File: src/mctw_pkg.sv
// package for the multi-channel task watchdog
// holds command codes and the structs passed between top level and channel cells
// no dependencies
`timescale 1ns / 1ps

package mctw_pkg;

    // command code carried in the func field
    typedef logic [2:0] func_t;

    localparam func_t FN_TICK     = 3'd0;
    localparam func_t FN_REGISTER = 3'd1;
    localparam func_t FN_KICK     = 3'd2;
    localparam func_t FN_START    = 3'd3;
    localparam func_t FN_STOP     = 3'd4;

    // width of the result masks
    localparam int MASK_W = 8;

    // decoded command for one channel cell, only set in the cycle it is applied
    typedef struct packed {
        logic tick;
        logic do_register;
        logic do_kick;
        logic do_start;
        logic do_stop;
        logic own_handler;
    } chan_cmd_t;

    // channel status back to the top level
    typedef struct packed {
        logic expired;
        logic custom;
    } chan_stat_t;

endpackage

File: src/mctw_chan.sv
// one watchdog channel: enable, counter, limit and handler choice
// depends on mctw_pkg
`timescale 1ns / 1ps

module mctw_chan #(
    parameter int LIMIT_BITS = 16
) (
    input  logic                     clk,
    input  logic                     rst_n,
    input  mctw_pkg::chan_cmd_t      cmd,
    input  logic [LIMIT_BITS-1:0]    new_limit,
    output mctw_pkg::chan_stat_t     stat
);
    import mctw_pkg::*;

    localparam int COUNT_W = LIMIT_BITS + 1;

    logic                  enabled_reg;
    logic                  enabled_next;
    logic [COUNT_W-1:0]    count_reg;
    logic [COUNT_W-1:0]    count_next;
    logic [LIMIT_BITS-1:0] limit_reg;
    logic [LIMIT_BITS-1:0] limit_next;
    logic                  custom_reg;
    logic                  custom_next;
    logic                  armed;
    logic                  expired;

    // channel is timing and has passed its limit
    assign armed   = enabled_reg && (limit_reg != '0);
    assign expired = armed && (count_reg > {1'b0, limit_reg});

    assign stat.expired = expired;
    assign stat.custom  = custom_reg;

    // command effects on the channel state
    always_comb
    begin
        enabled_next = enabled_reg;
        count_next   = count_reg;
        limit_next   = limit_reg;
        custom_next  = custom_reg;
        if (cmd.tick)
        begin
            if (armed && !expired)
            begin
                count_next = COUNT_W'(count_reg + 1'b1);
            end
        end
        if (cmd.do_register)
        begin
            enabled_next = 1'b0;
            count_next   = '0;
            limit_next   = new_limit;
            custom_next  = cmd.own_handler;
        end
        if (cmd.do_kick)
        begin
            count_next = '0;
        end
        if (cmd.do_start && !enabled_reg)
        begin
            enabled_next = 1'b1;
            count_next   = '0;
        end
        if (cmd.do_stop && enabled_reg)
        begin
            enabled_next = 1'b0;
            count_next   = '0;
        end
    end

    // channel state registers
    always_ff @(posedge clk or negedge rst_n)
    begin
        if (!rst_n)
        begin
            enabled_reg <= 1'b0;
            count_reg   <= '0;
            limit_reg   <= '0;
            custom_reg  <= 1'b0;
        end
        else
        begin
            enabled_reg <= enabled_next;
            count_reg   <= count_next;
            limit_reg   <= limit_next;
            custom_reg  <= custom_next;
        end
    end

endmodule

File: src/multi_channel_task_watchdog.sv
// top level of the multi-channel task watchdog: input register, command decode,
// channel cells and result register; depends on mctw_pkg and mctw_chan
//
// channel  | signals                                  | role
// ---------+------------------------------------------+---------------------------
// in       | in_valid, in_stall, func, channel,       | one command or tick per beat
//          | limit, own_handler                       |
// out      | out_valid, out_stall, timeout_mask,      | one result per command beat
//          | handler_mask, reset_request              |
// cfg      | cfg_write, cfg_data                      | guard_enable register write
//
// one beat per cycle sustained while out_stall is low; a beat passes the input register
// and the result register around the single decode and channel update pass
// reset clears all channels to disabled with zero count and limit; guard_enable
// comes out of reset set
// a stalled result holds the result register; the input register still takes one
// more beat, then in_stall rises until the result drains
`timescale 1ns / 1ps

module multi_channel_task_watchdog #(
    parameter int CHANNELS   = 8,
    parameter int LIMIT_BITS = 16
) (
    input  logic        clk,
    input  logic        rst_n,
    input  logic        cfg_write,
    input  logic        cfg_data,
    input  logic        in_valid,
    output logic        in_stall,
    input  logic [2:0]  func,
    input  logic [2:0]  channel,
    input  logic [15:0] limit,
    input  logic        own_handler,
    output logic        out_valid,
    input  logic        out_stall,
    output logic [7:0]  timeout_mask,
    output logic [7:0]  handler_mask,
    output logic        reset_request
);
    import mctw_pkg::*;

    localparam int PAD_W = (CHANNELS > MASK_W) ? CHANNELS : MASK_W;

    logic                  guard_reg;
    logic                  guard_next;
    logic                  in_valid_reg;
    logic                  in_valid_next;
    func_t                 func_reg;
    logic [2:0]            channel_reg;
    logic [15:0]           limit_reg;
    logic                  own_reg;
    logic                  out_valid_reg;
    logic                  out_valid_next;
    logic [MASK_W-1:0]     tmask_reg;
    logic [MASK_W-1:0]     tmask_next;
    logic [MASK_W-1:0]     hmask_reg;
    logic [MASK_W-1:0]     hmask_next;
    logic                  rreq_reg;
    logic                  rreq_next;
    logic                  accept;
    logic                  advance;
    logic                  is_tick;
    logic                  is_register;
    logic                  is_kick;
    logic                  is_start;
    logic                  is_stop;
    logic [LIMIT_BITS-1:0] chan_limit;
    logic [CHANNELS-1:0]   exp_vec;
    logic [CHANNELS-1:0]   cust_vec;
    logic [PAD_W-1:0]      exp_pad;
    logic [PAD_W-1:0]      hnd_pad;
    chan_cmd_t             cmd [CHANNELS];
    chan_stat_t            stat [CHANNELS];

    // handshake: input register refills as soon as its beat moves on
    assign in_stall = in_valid_reg && out_valid_reg && out_stall;
    assign accept   = in_valid && !in_stall;
    assign advance  = in_valid_reg && !(out_valid_reg && out_stall);

    // guard register
    assign guard_next = cfg_write ? cfg_data : guard_reg;

    // command decode of the held beat
    always_comb
    begin
        is_tick     = 1'b0;
        is_register = 1'b0;
        is_kick     = 1'b0;
        is_start    = 1'b0;
        is_stop     = 1'b0;
        unique case (func_reg)
            FN_TICK:     is_tick     = advance;
            FN_REGISTER: is_register = advance;
            FN_KICK:     is_kick     = advance;
            FN_START:    is_start    = advance && guard_reg;
            FN_STOP:     is_stop     = advance;
            default:     ;
        endcase
    end

    assign chan_limit = LIMIT_BITS'(limit_reg);

    // channel cells
    for (genvar i = 0; i < CHANNELS; i++)
    begin : g_chan
        logic hit;

        assign hit = (32'(channel_reg) == 32'(i));

        always_comb
        begin
            cmd[i].tick        = is_tick;
            cmd[i].do_register = is_register && hit;
            cmd[i].do_kick     = is_kick && hit;
            cmd[i].do_start    = is_start && hit;
            cmd[i].do_stop     = is_stop && hit;
            cmd[i].own_handler = own_reg;
        end

        mctw_chan #(
            .LIMIT_BITS (LIMIT_BITS)
        ) u_chan (
            .clk       (clk),
            .rst_n     (rst_n),
            .cmd       (cmd[i]),
            .new_limit (chan_limit),
            .stat      (stat[i])
        );

        assign exp_vec[i]  = stat[i].expired;
        assign cust_vec[i] = stat[i].custom;
    end

    // result of the held beat, zero unless it is a tick
    assign exp_pad = PAD_W'(exp_vec);
    assign hnd_pad = PAD_W'(exp_vec & cust_vec);

    always_comb
    begin
        tmask_next = '0;
        hmask_next = '0;
        rreq_next  = 1'b0;
        if (is_tick)
        begin
            tmask_next = exp_pad[MASK_W-1:0];
            hmask_next = hnd_pad[MASK_W-1:0];
            rreq_next  = guard_reg && ((exp_vec & ~cust_vec) != '0);
        end
    end

    // valid bits of both stages
    always_comb
    begin
        if (accept)
        begin
            in_valid_next = 1'b1;
        end
        else if (advance)
        begin
            in_valid_next = 1'b0;
        end
        else
        begin
            in_valid_next = in_valid_reg;
        end

        if (advance)
        begin
            out_valid_next = 1'b1;
        end
        else if (out_stall)
        begin
            out_valid_next = out_valid_reg;
        end
        else
        begin
            out_valid_next = 1'b0;
        end
    end

    // control registers
    always_ff @(posedge clk or negedge rst_n)
    begin
        if (!rst_n)
        begin
            guard_reg     <= 1'b1;
            in_valid_reg  <= 1'b0;
            out_valid_reg <= 1'b0;
        end
        else
        begin
            guard_reg     <= guard_next;
            in_valid_reg  <= in_valid_next;
            out_valid_reg <= out_valid_next;
        end
    end

    // input payload register
    always_ff @(posedge clk)
    begin
        if (accept)
        begin
            func_reg    <= func;
            channel_reg <= channel;
            limit_reg   <= limit;
            own_reg     <= own_handler;
        end
    end

    // result payload register
    always_ff @(posedge clk)
    begin
        if (advance)
        begin
            tmask_reg <= tmask_next;
            hmask_reg <= hmask_next;
            rreq_reg  <= rreq_next;
        end
    end

    assign out_valid     = out_valid_reg;
    assign timeout_mask  = tmask_reg;
    assign handler_mask  = hmask_reg;
    assign reset_request = rreq_reg;

endmodule
File: config.mk
export PLATFORM = sky130hd
export DESIGN_NAME = multi_channel_task_watchdog
export DESIGN_NICKNAME = d
export VERILOG_FILES = /design/src/mctw_pkg.sv /design/src/mctw_chan.sv /design/src/multi_channel_task_watchdog.sv
export SDC_FILE = /design/constraint.sdc
export NUM_CORES = 1
export LEC_CHECK = 0
export BUFFER_PORTS_ARGS = -buffer_cell sky130_fd_sc_hd__buf_2
export CAP_MARGIN = 0
export CORE_MARGIN = 2
export CORE_UTILIZATION = 61
export CTS_CLUSTER_SIZE = 28
export DETAILED_ROUTE_END_ITERATION = 16
export PLACE_DENSITY = 0.86
export SYNTH_ARGS = -nofsm -noshare
export SYNTH_HDL_FRONTEND = slang
export SYNTH_SLANG_ARGS = --single-unit
export TNS_END_PERCENT = 5
File: constraint.sdc
create_clock -name clk -period 2.9 [get_ports clk]
set_input_delay 0.145 -clock clk [delete_from_list [all_inputs] [get_ports clk]]
set_output_delay 0.145 -clock clk [all_outputs]
set_load 0.01 [all_outputs]
Yosys cells after proc, flatten, opt, wreduce, memory -nomap -nowiden
Cells that the tools add are included.
{ "word_totals": {"reg_bits": 323, "input_bits": 29, "output_inout_bits": 19} }
{ "classes": {"addsub": 8, "order_cmp": 8, "n_eq_ne": 12, "mux": 81, "bitwise": 3, "reduce_logical": 141} }
{ "op_table": {"columns": ["cell", "n"], "rows": [
  ["17-bit 2-to-1 mux", 48],
  ["17-bit by 1-bit adder with 17-bit output (second input constant)", 8],
  ["17-bit by 16-bit > comparator with 1-bit output", 8],
  ["16-bit nonzero test", 8],
  ["5-bit nonzero test", 16],
  ["1-bit logical AND", 79],
  ["1-bit 2-to-1 mux", 33],
  ["3-bit nonzero test", 8],
  ["1-bit zero test", 18],
  ["8-bit bitwise AND", 2],
  ["2-bit AND reduction", 8],
  ["3-bit == test (second input constant)", 5],
  ["3-bit by 2-bit == test with 1-bit output (second input constant)", 4],
  ["8-bit NOT", 1],
  ["8-bit nonzero test", 1],
  ["3-bit by 1-bit == test with 1-bit output (second input constant)", 2],
  ["3-bit zero test", 2],
  ["2-bit by 1-bit inequality test with 1-bit output (second input constant)", 1],
  ["2-bit nonzero test", 1]
]} }

Depth between registers and ports, before layout
{ "logic_depth": {"ltp_word": 11, "ltp_mapped": 11, "mapped_depth_nobuf": 9} }

Modules after synthesis
Synthesis repeated with hierarchy kept, for this count alone.
{ "unflattened": {"hier_cells": 1962, "area_unflattened_um2": 18387.6} }
{ "modules_own_cells": {"columns": ["module", "instances", "cells_per_inst", "area_per_inst_um2", "seq_area_each_um2"], "rows": [
  ["mctw_chan", 8, 229, 2077.0, 875.8],
  ["multi_channel_task_watchdog", 1, 130, 1771.7, 1277.5]
]} }

Least setup slack after synthesis
Ideal clock, no wire load.
{ "synth_timing": {"path_kind": "flip-flop to flip-flop", "from": "register out_valid_reg, in the netlist out_valid", "to": "register g_chan[5].u_chan.count_reg[10]", "setup_time_ps": 78, "t_arrival_ps": 2617, "path_slack_ps": 205, "stages_incl_launch_ff": 11, "n_path_buf": 2, "cell_sequence": "dfrtp_1 nand2_1 nand2_1 inv_1 and3_1 buf_2 nand2_1 or4b_4 buf_6 or3_1 a21oi_1"} }
{ "synth_via": {"elab_chain_len": 9} }
{ "synth_rtl": {"columns": ["element", "line_no", "text"], "rows": [
  ["start, declared", "multi_channel_task_watchdog.sv:52", "logic out_valid_reg;"],
  ["start signal, assigned", "multi_channel_task_watchdog.sv:194", "out_valid_reg <= out_valid_next;"],
  ["1-bit logical AND (*)", "multi_channel_task_watchdog.sv:78", "assign advance = in_valid_reg && !(out_valid_reg && out_stall);"],
  ["1-bit zero test (*)", "multi_channel_task_watchdog.sv:78", null],
  ["1-bit logical AND (*)", "multi_channel_task_watchdog.sv:78", null],
  ["net advance", "multi_channel_task_watchdog.sv:61", "logic advance;"],
  ["1-bit 2-to-1 mux or 1-bit logical AND (tied branches)", "multi_channel_task_watchdog.sv:91, multi_channel_task_watchdog.sv:95", null],
  ["1-bit logical AND or 1-bit 2-to-1 mux (tied branches)", "multi_channel_task_watchdog.sv:113, multi_channel_task_watchdog.sv:91", null],
  ["17-bit 2-to-1 mux or 1-bit logical AND (tied branches)", "mctw_chan.sv:50, multi_channel_task_watchdog.sv:115", null],
  ["17-bit 2-to-1 mux or 1-bit logical AND (tied branches)", "mctw_chan.sv:57, mctw_chan.sv:61", null],
  ["17-bit 2-to-1 mux or 5-bit nonzero test (tied branches)", null, null],
  ["17-bit 2-to-1 mux or 2-bit AND reduction (tied branches)", null, null],
  ["end signal, assigned", "mctw_chan.sv:86", "count_reg <= count_next;"],
  ["end, declared", "mctw_chan.sv:20", "logic [COUNT_W-1:0] count_reg;"]
]} }
Mark *: on every way through the listed nets, which the timed path passes. The rest lies on a longest branch.
A chain may end at the register's enable or synchronous reset.

Worst setup path after layout
{ "layout_timing": {"from": "register g_chan[5].u_chan.limit_reg[14]", "to": "register g_chan[5].u_chan.count_reg[8]"} }
{ "layout_via": {"elab_chain_len": 7} }
{ "layout_rtl": {"columns": ["element", "line_no", "text"], "rows": [
  ["start, declared", "mctw_chan.sv:22", "logic [LIMIT_BITS-1:0] limit_reg;"],
  ["start signal, assigned", "mctw_chan.sv:87", "limit_reg <= limit_next;"],
  ["branches (longest 4 deep; another with 17-bit by 16-bit > comparator with 1-bit output)", null, null],
  ["1-bit logical AND (*)", "mctw_chan.sv:45", "if (armed && !expired)"],
  ["5-bit nonzero test (no line) (*)", null, null],
  ["2-bit AND reduction (no line) (*)", null, null]
]} }
Every way passes the cells marked *.

==> results list <==
- Number of design rule violations left after detail routing: 0
* Period Utilization, post-route: 97.20%
* Maximum number of pins on one net before global-route repair: 84
- Synthesized area: 17610 sq um
- Max FFs per register: 136
* Max Cap Viol: 0
- Routed wire length: 46.20 mm
* Via-to-Cell Ratio: 6.283
- CP endpoint kind: flop
* Clock-pin slew of the registers on the worst-case setup and hold paths: 0.06 ns
- The synthesized design devotes to its leading area cell type 40.07% of total area.
* Clock tree from TritonCTS: done
* Die Width: 173.9 um
* Number of enable-type register cells in the synthesized netlist: 40
- STA puts the critical path data required time at 3.34 ns.
- In this run, the number of DRC markers left after iteration 0 of detailed routing was 1379.
* Area leader, netlist: sky130_fd_sc_hd__dfrtp_1
- HPWL after DPL: 30.59 mm
- Registers take 8284 sq um.
- Counting flops and latches in the post-synthesis netlist gives 323.
- Maximum resistive drop on vdd: 0.3834 mV
- Slew HR: 26.65%
- For this run the aggregate overflow at the end of global routing stands at 0.
- Most common flop cell mapped by yosys: sky130_fd_sc_hd__dfrtp_1
* Final weighted congestion in routability-driven placement: 0.9071
- CTS max path bufs: 3
- The path class of the tightest hold or removal check is input pin to async pin.
- The Yosys step of the flow raised 0 warnings.
* Worst setup skew after layout: 0.01571 ns
* Total global routing track utilization: 30.90%
- Pre-antenna DRT Iters: 6
- Once layout is done, the placed cells without fillers occupy 19970 sq um.
- Proportion of synthesized chip area in sequential cells: 47.03%
* Max Freq: 354.8 MHz
- The tightest hold path in the finished design has a slack of 0.1863 ns.
- In this run the tool buffered the top-level ports with 47 buffer cells.
- In the final layout, the share of cells above drive strength 1 is 10.34%.
* Power Total: 0.01198 W
- Number of distinct library cells after synthesis: 72
- The worst setup path is launched from a flop.
- Unrepaired setup endpoints after global routing: yes
- Number of global-route vias before repair: 14960
- For the worst setup path, the data arrival time is 3.26 ns.
- In this run, CTS created clock tree buffers numbering 36.
- Die Footprint: 30250 sq um
* Pleak: 9.434 nW
- Cells taking the most area after synthesis: sky130_fd_sc_hd__dfrtp_1 (40%), sky130_fd_sc_hd__ha_1 (9.7%), sky130_fd_sc_hd__edfxtp_1 (6.8%)
* Area growth from synthesis to layout: 13.38%
* Buffer cell driving the clock tree root: sky130_fd_sc_hd__clkbuf_16
- Post-Syn Area per Cell: 9.459 sq um
- In this run the worst path has a maximum fanout of 12.
* Initial standard-cell utilization of the core: 61.70%
* Antenna viol nets, final: 0
* Final setup violating endpoints: 0
- The library cell used most frequently in the layout, excluding fill and tap cells, is sky130_fd_sc_hd__dfrtp_1.
* Asr flop ratio synth: 87.62%
* Worst skew pair latency: 0.52 ns
- Post-synthesis instance total: 1862
- Core Box Area: 28550 sq um
* Count of boundary I/O pins: 48
* Deepest level of the CTS H-tree: 2
- PD cells: 599.6 nW/um^2
- Die Height: 173.9 um
- Placement Cell Area: 18420 sq um
* Count of final max-slew check failures: 0
- The tree built by TritonCTS fans out to 323 sinks.
- Worst setup slack before clock tree synthesis: -0.01611 ns
- Synthesized Nets: 2027
- Most used cells in the layout excluding fill and tap cells: sky130_fd_sc_hd__dfrtp_1 (282), sky130_fd_sc_hd__nand2_1 (229), sky130_fd_sc_hd__inv_1 (181), sky130_fd_sc_hd__o21ai_0 (173), sky130_fd_sc_hd__ha_1 (136)
* Total number of vias: 14880
- Wire length per cell after detailed routing: 19.51 um
* Total area of multi-input combinational cells: 8447 sq um
* Sum of negative setup slack: 0 ns
- Hold Fails Final Rpt: 0
* Register-to-register setup slack: 0.08 ns
- Outcome: finished clean
- The initial antenna violation count came to 0.
- After filler insertion, the fill cell instance count of the layout stands at 2044.
* Shortest clock period the worst path allows after layout: 2.819 ns
* Transition time of the tightest slew-check pin: 1.098 ns
* Number of nets at the end of the flow: 2122
- In the post-route analysis, the smallest setup slack over all paths is 0.08131 ns.
* Number of rows in the core area: 62
- The critical path in this run is classified as flop to flop.
* Global-route wire length before repair: 75.44 mm
==> cells in the mapped netlist, types with 6 or more instances <==
cell	n
sky130_fd_sc_hd__nand3_1	67
sky130_fd_sc_hd__ha_1	136
sky130_fd_sc_hd__clkbuf_2	7
sky130_fd_sc_hd__dfrtp_1	282
sky130_fd_sc_hd__buf_4	8
sky130_fd_sc_hd__a211oi_1	19
sky130_fd_sc_hd__inv_1	181
sky130_fd_sc_hd__nor4_1	52
sky130_fd_sc_hd__a21o_1	21
sky130_fd_sc_hd__nand4b_1	8
sky130_fd_sc_hd__mux2i_1	18
sky130_fd_sc_hd__nand3b_1	14
sky130_fd_sc_hd__o21a_1	10
sky130_fd_sc_hd__a31o_2	8
sky130_fd_sc_hd__xnor2_1	38
sky130_fd_sc_hd__a21oi_1	93
sky130_fd_sc_hd__clkbuf_1	45
sky130_fd_sc_hd__and3_1	32
sky130_fd_sc_hd__a2111oi_0	8
sky130_fd_sc_hd__nand4_1	41
sky130_fd_sc_hd__and2_1	14
sky130_fd_sc_hd__or3_1	22
sky130_fd_sc_hd__nand2b_1	19
sky130_fd_sc_hd__nor2_1	95
sky130_fd_sc_hd__nor3_1	26
sky130_fd_sc_hd__nand2_1	229
sky130_fd_sc_hd__o31ai_1	28
sky130_fd_sc_hd__mux2_2	19
sky130_fd_sc_hd__or4_1	15
sky130_fd_sc_hd__o21ai_0	173
sky130_fd_sc_hd__edfxtp_1	40
sky130_fd_sc_hd__and4_1	10
sky130_fd_sc_hd__o211ai_1	6
==> path summary, 6_finish.rpt <==
| kind | to | start | cells past startpoint |
|---|---|---|---|
| hold reg to reg | out_valid | in_valid_reg | 1 |
| max in group asynchronous | g_chan[5].u_chan.count_reg[11] | rst_n | 3 |
| setup / recovery | g_chan[5].u_chan.count_reg[8] | g_chan[5].u_chan.limit_reg[14] | 9 |
| hold / removal | g_chan[0].u_chan.count_reg[16] | rst_n | 2 |
| min in group clk | chan_limit[3] | limit[3] | 2 |
| setup reg to reg | g_chan[5].u_chan.count_reg[8] | g_chan[5].u_chan.limit_reg[14] | 9 |
==> final cells by class <==
cell class / count / area share (%)
Multi-Input combinational cell: 1294 / 42.30
Sequential cell: 323 / 41.48
Clock buffer: 49 / 5.219
Timing Repair Buffer: 121 / 4.561
Inverter: 181 / 3.402
Tap cell: 384 / 2.406
Clock inverter: 15 / 0.6203
Antenna cell: 1 / 0.01253
==> timing repair <==
action	in CTS	in global routing
hold buffers	29	0
pin swaps	1	2
hold endpoints to repair	102	0
buffers inserted	1	0
resized for setup	1	15
endpoints found under the setup margin	1	48
==> metal layers <==
metal | wire length, um | vias to the layer above | track usage (%)
met5 | 0 | - | 0
met4 | 2328 | 0 | 14.95
met3 | 3278 | 175 | 6.015
met2 | 22260 | 592 | 51.83
met1 | 18330 | 7285 | 38.58
li1 | - | 6826 | -
==> cells by family (layout without fill, tap and decap cells) <==
kind of cell,Yosys count,count (layout),synth area share [%]
and+or+nand+nor,669,669,19.42
AOI/OAI and AO/OA,410,410,14.06
DFF,323,323,47.03
buffers and inverters,245,366,5.498
adders and majority gates,136,136,9.661
xor gates and xnor gates,42,42,2.088
muxes,37,37,2.238
other,0,1,0
==> per-stage QoR <==
step	utilization, %	instances
global placement	64.53	2273
CTS	69.66	2367
detailed placement	64.53	2273
finish	69.96	2368
floorplan	-	1862
global route	69.95	2367
==> critical path: stages, from the launching register on <==
cell and delay (ns):
sky130_fd_sc_hd__dfrtp_1 0.34, sky130_fd_sc_hd__inv_1 0.08, sky130_fd_sc_hd__ha_1 0.35, sky130_fd_sc_hd__nand4b_4 0.14
sky130_fd_sc_hd__nor4_4 0.34, sky130_fd_sc_hd__and4_1 0.28, sky130_fd_sc_hd__a31oi_2 0.10, sky130_fd_sc_hd__or4b_4 0.61
sky130_fd_sc_hd__or3_1 0.34, sky130_fd_sc_hd__a21oi_1 0.16
==> report_power, final <==
part	total [W]	switching (W)	internal [W]
combinational	0.00178	0.00109	0.000695
clock	0.00452	0.00189	0.00263
sequential	0.00567	0.000517	0.00515
No activity file was read; power rests on OpenSTA's default activity.
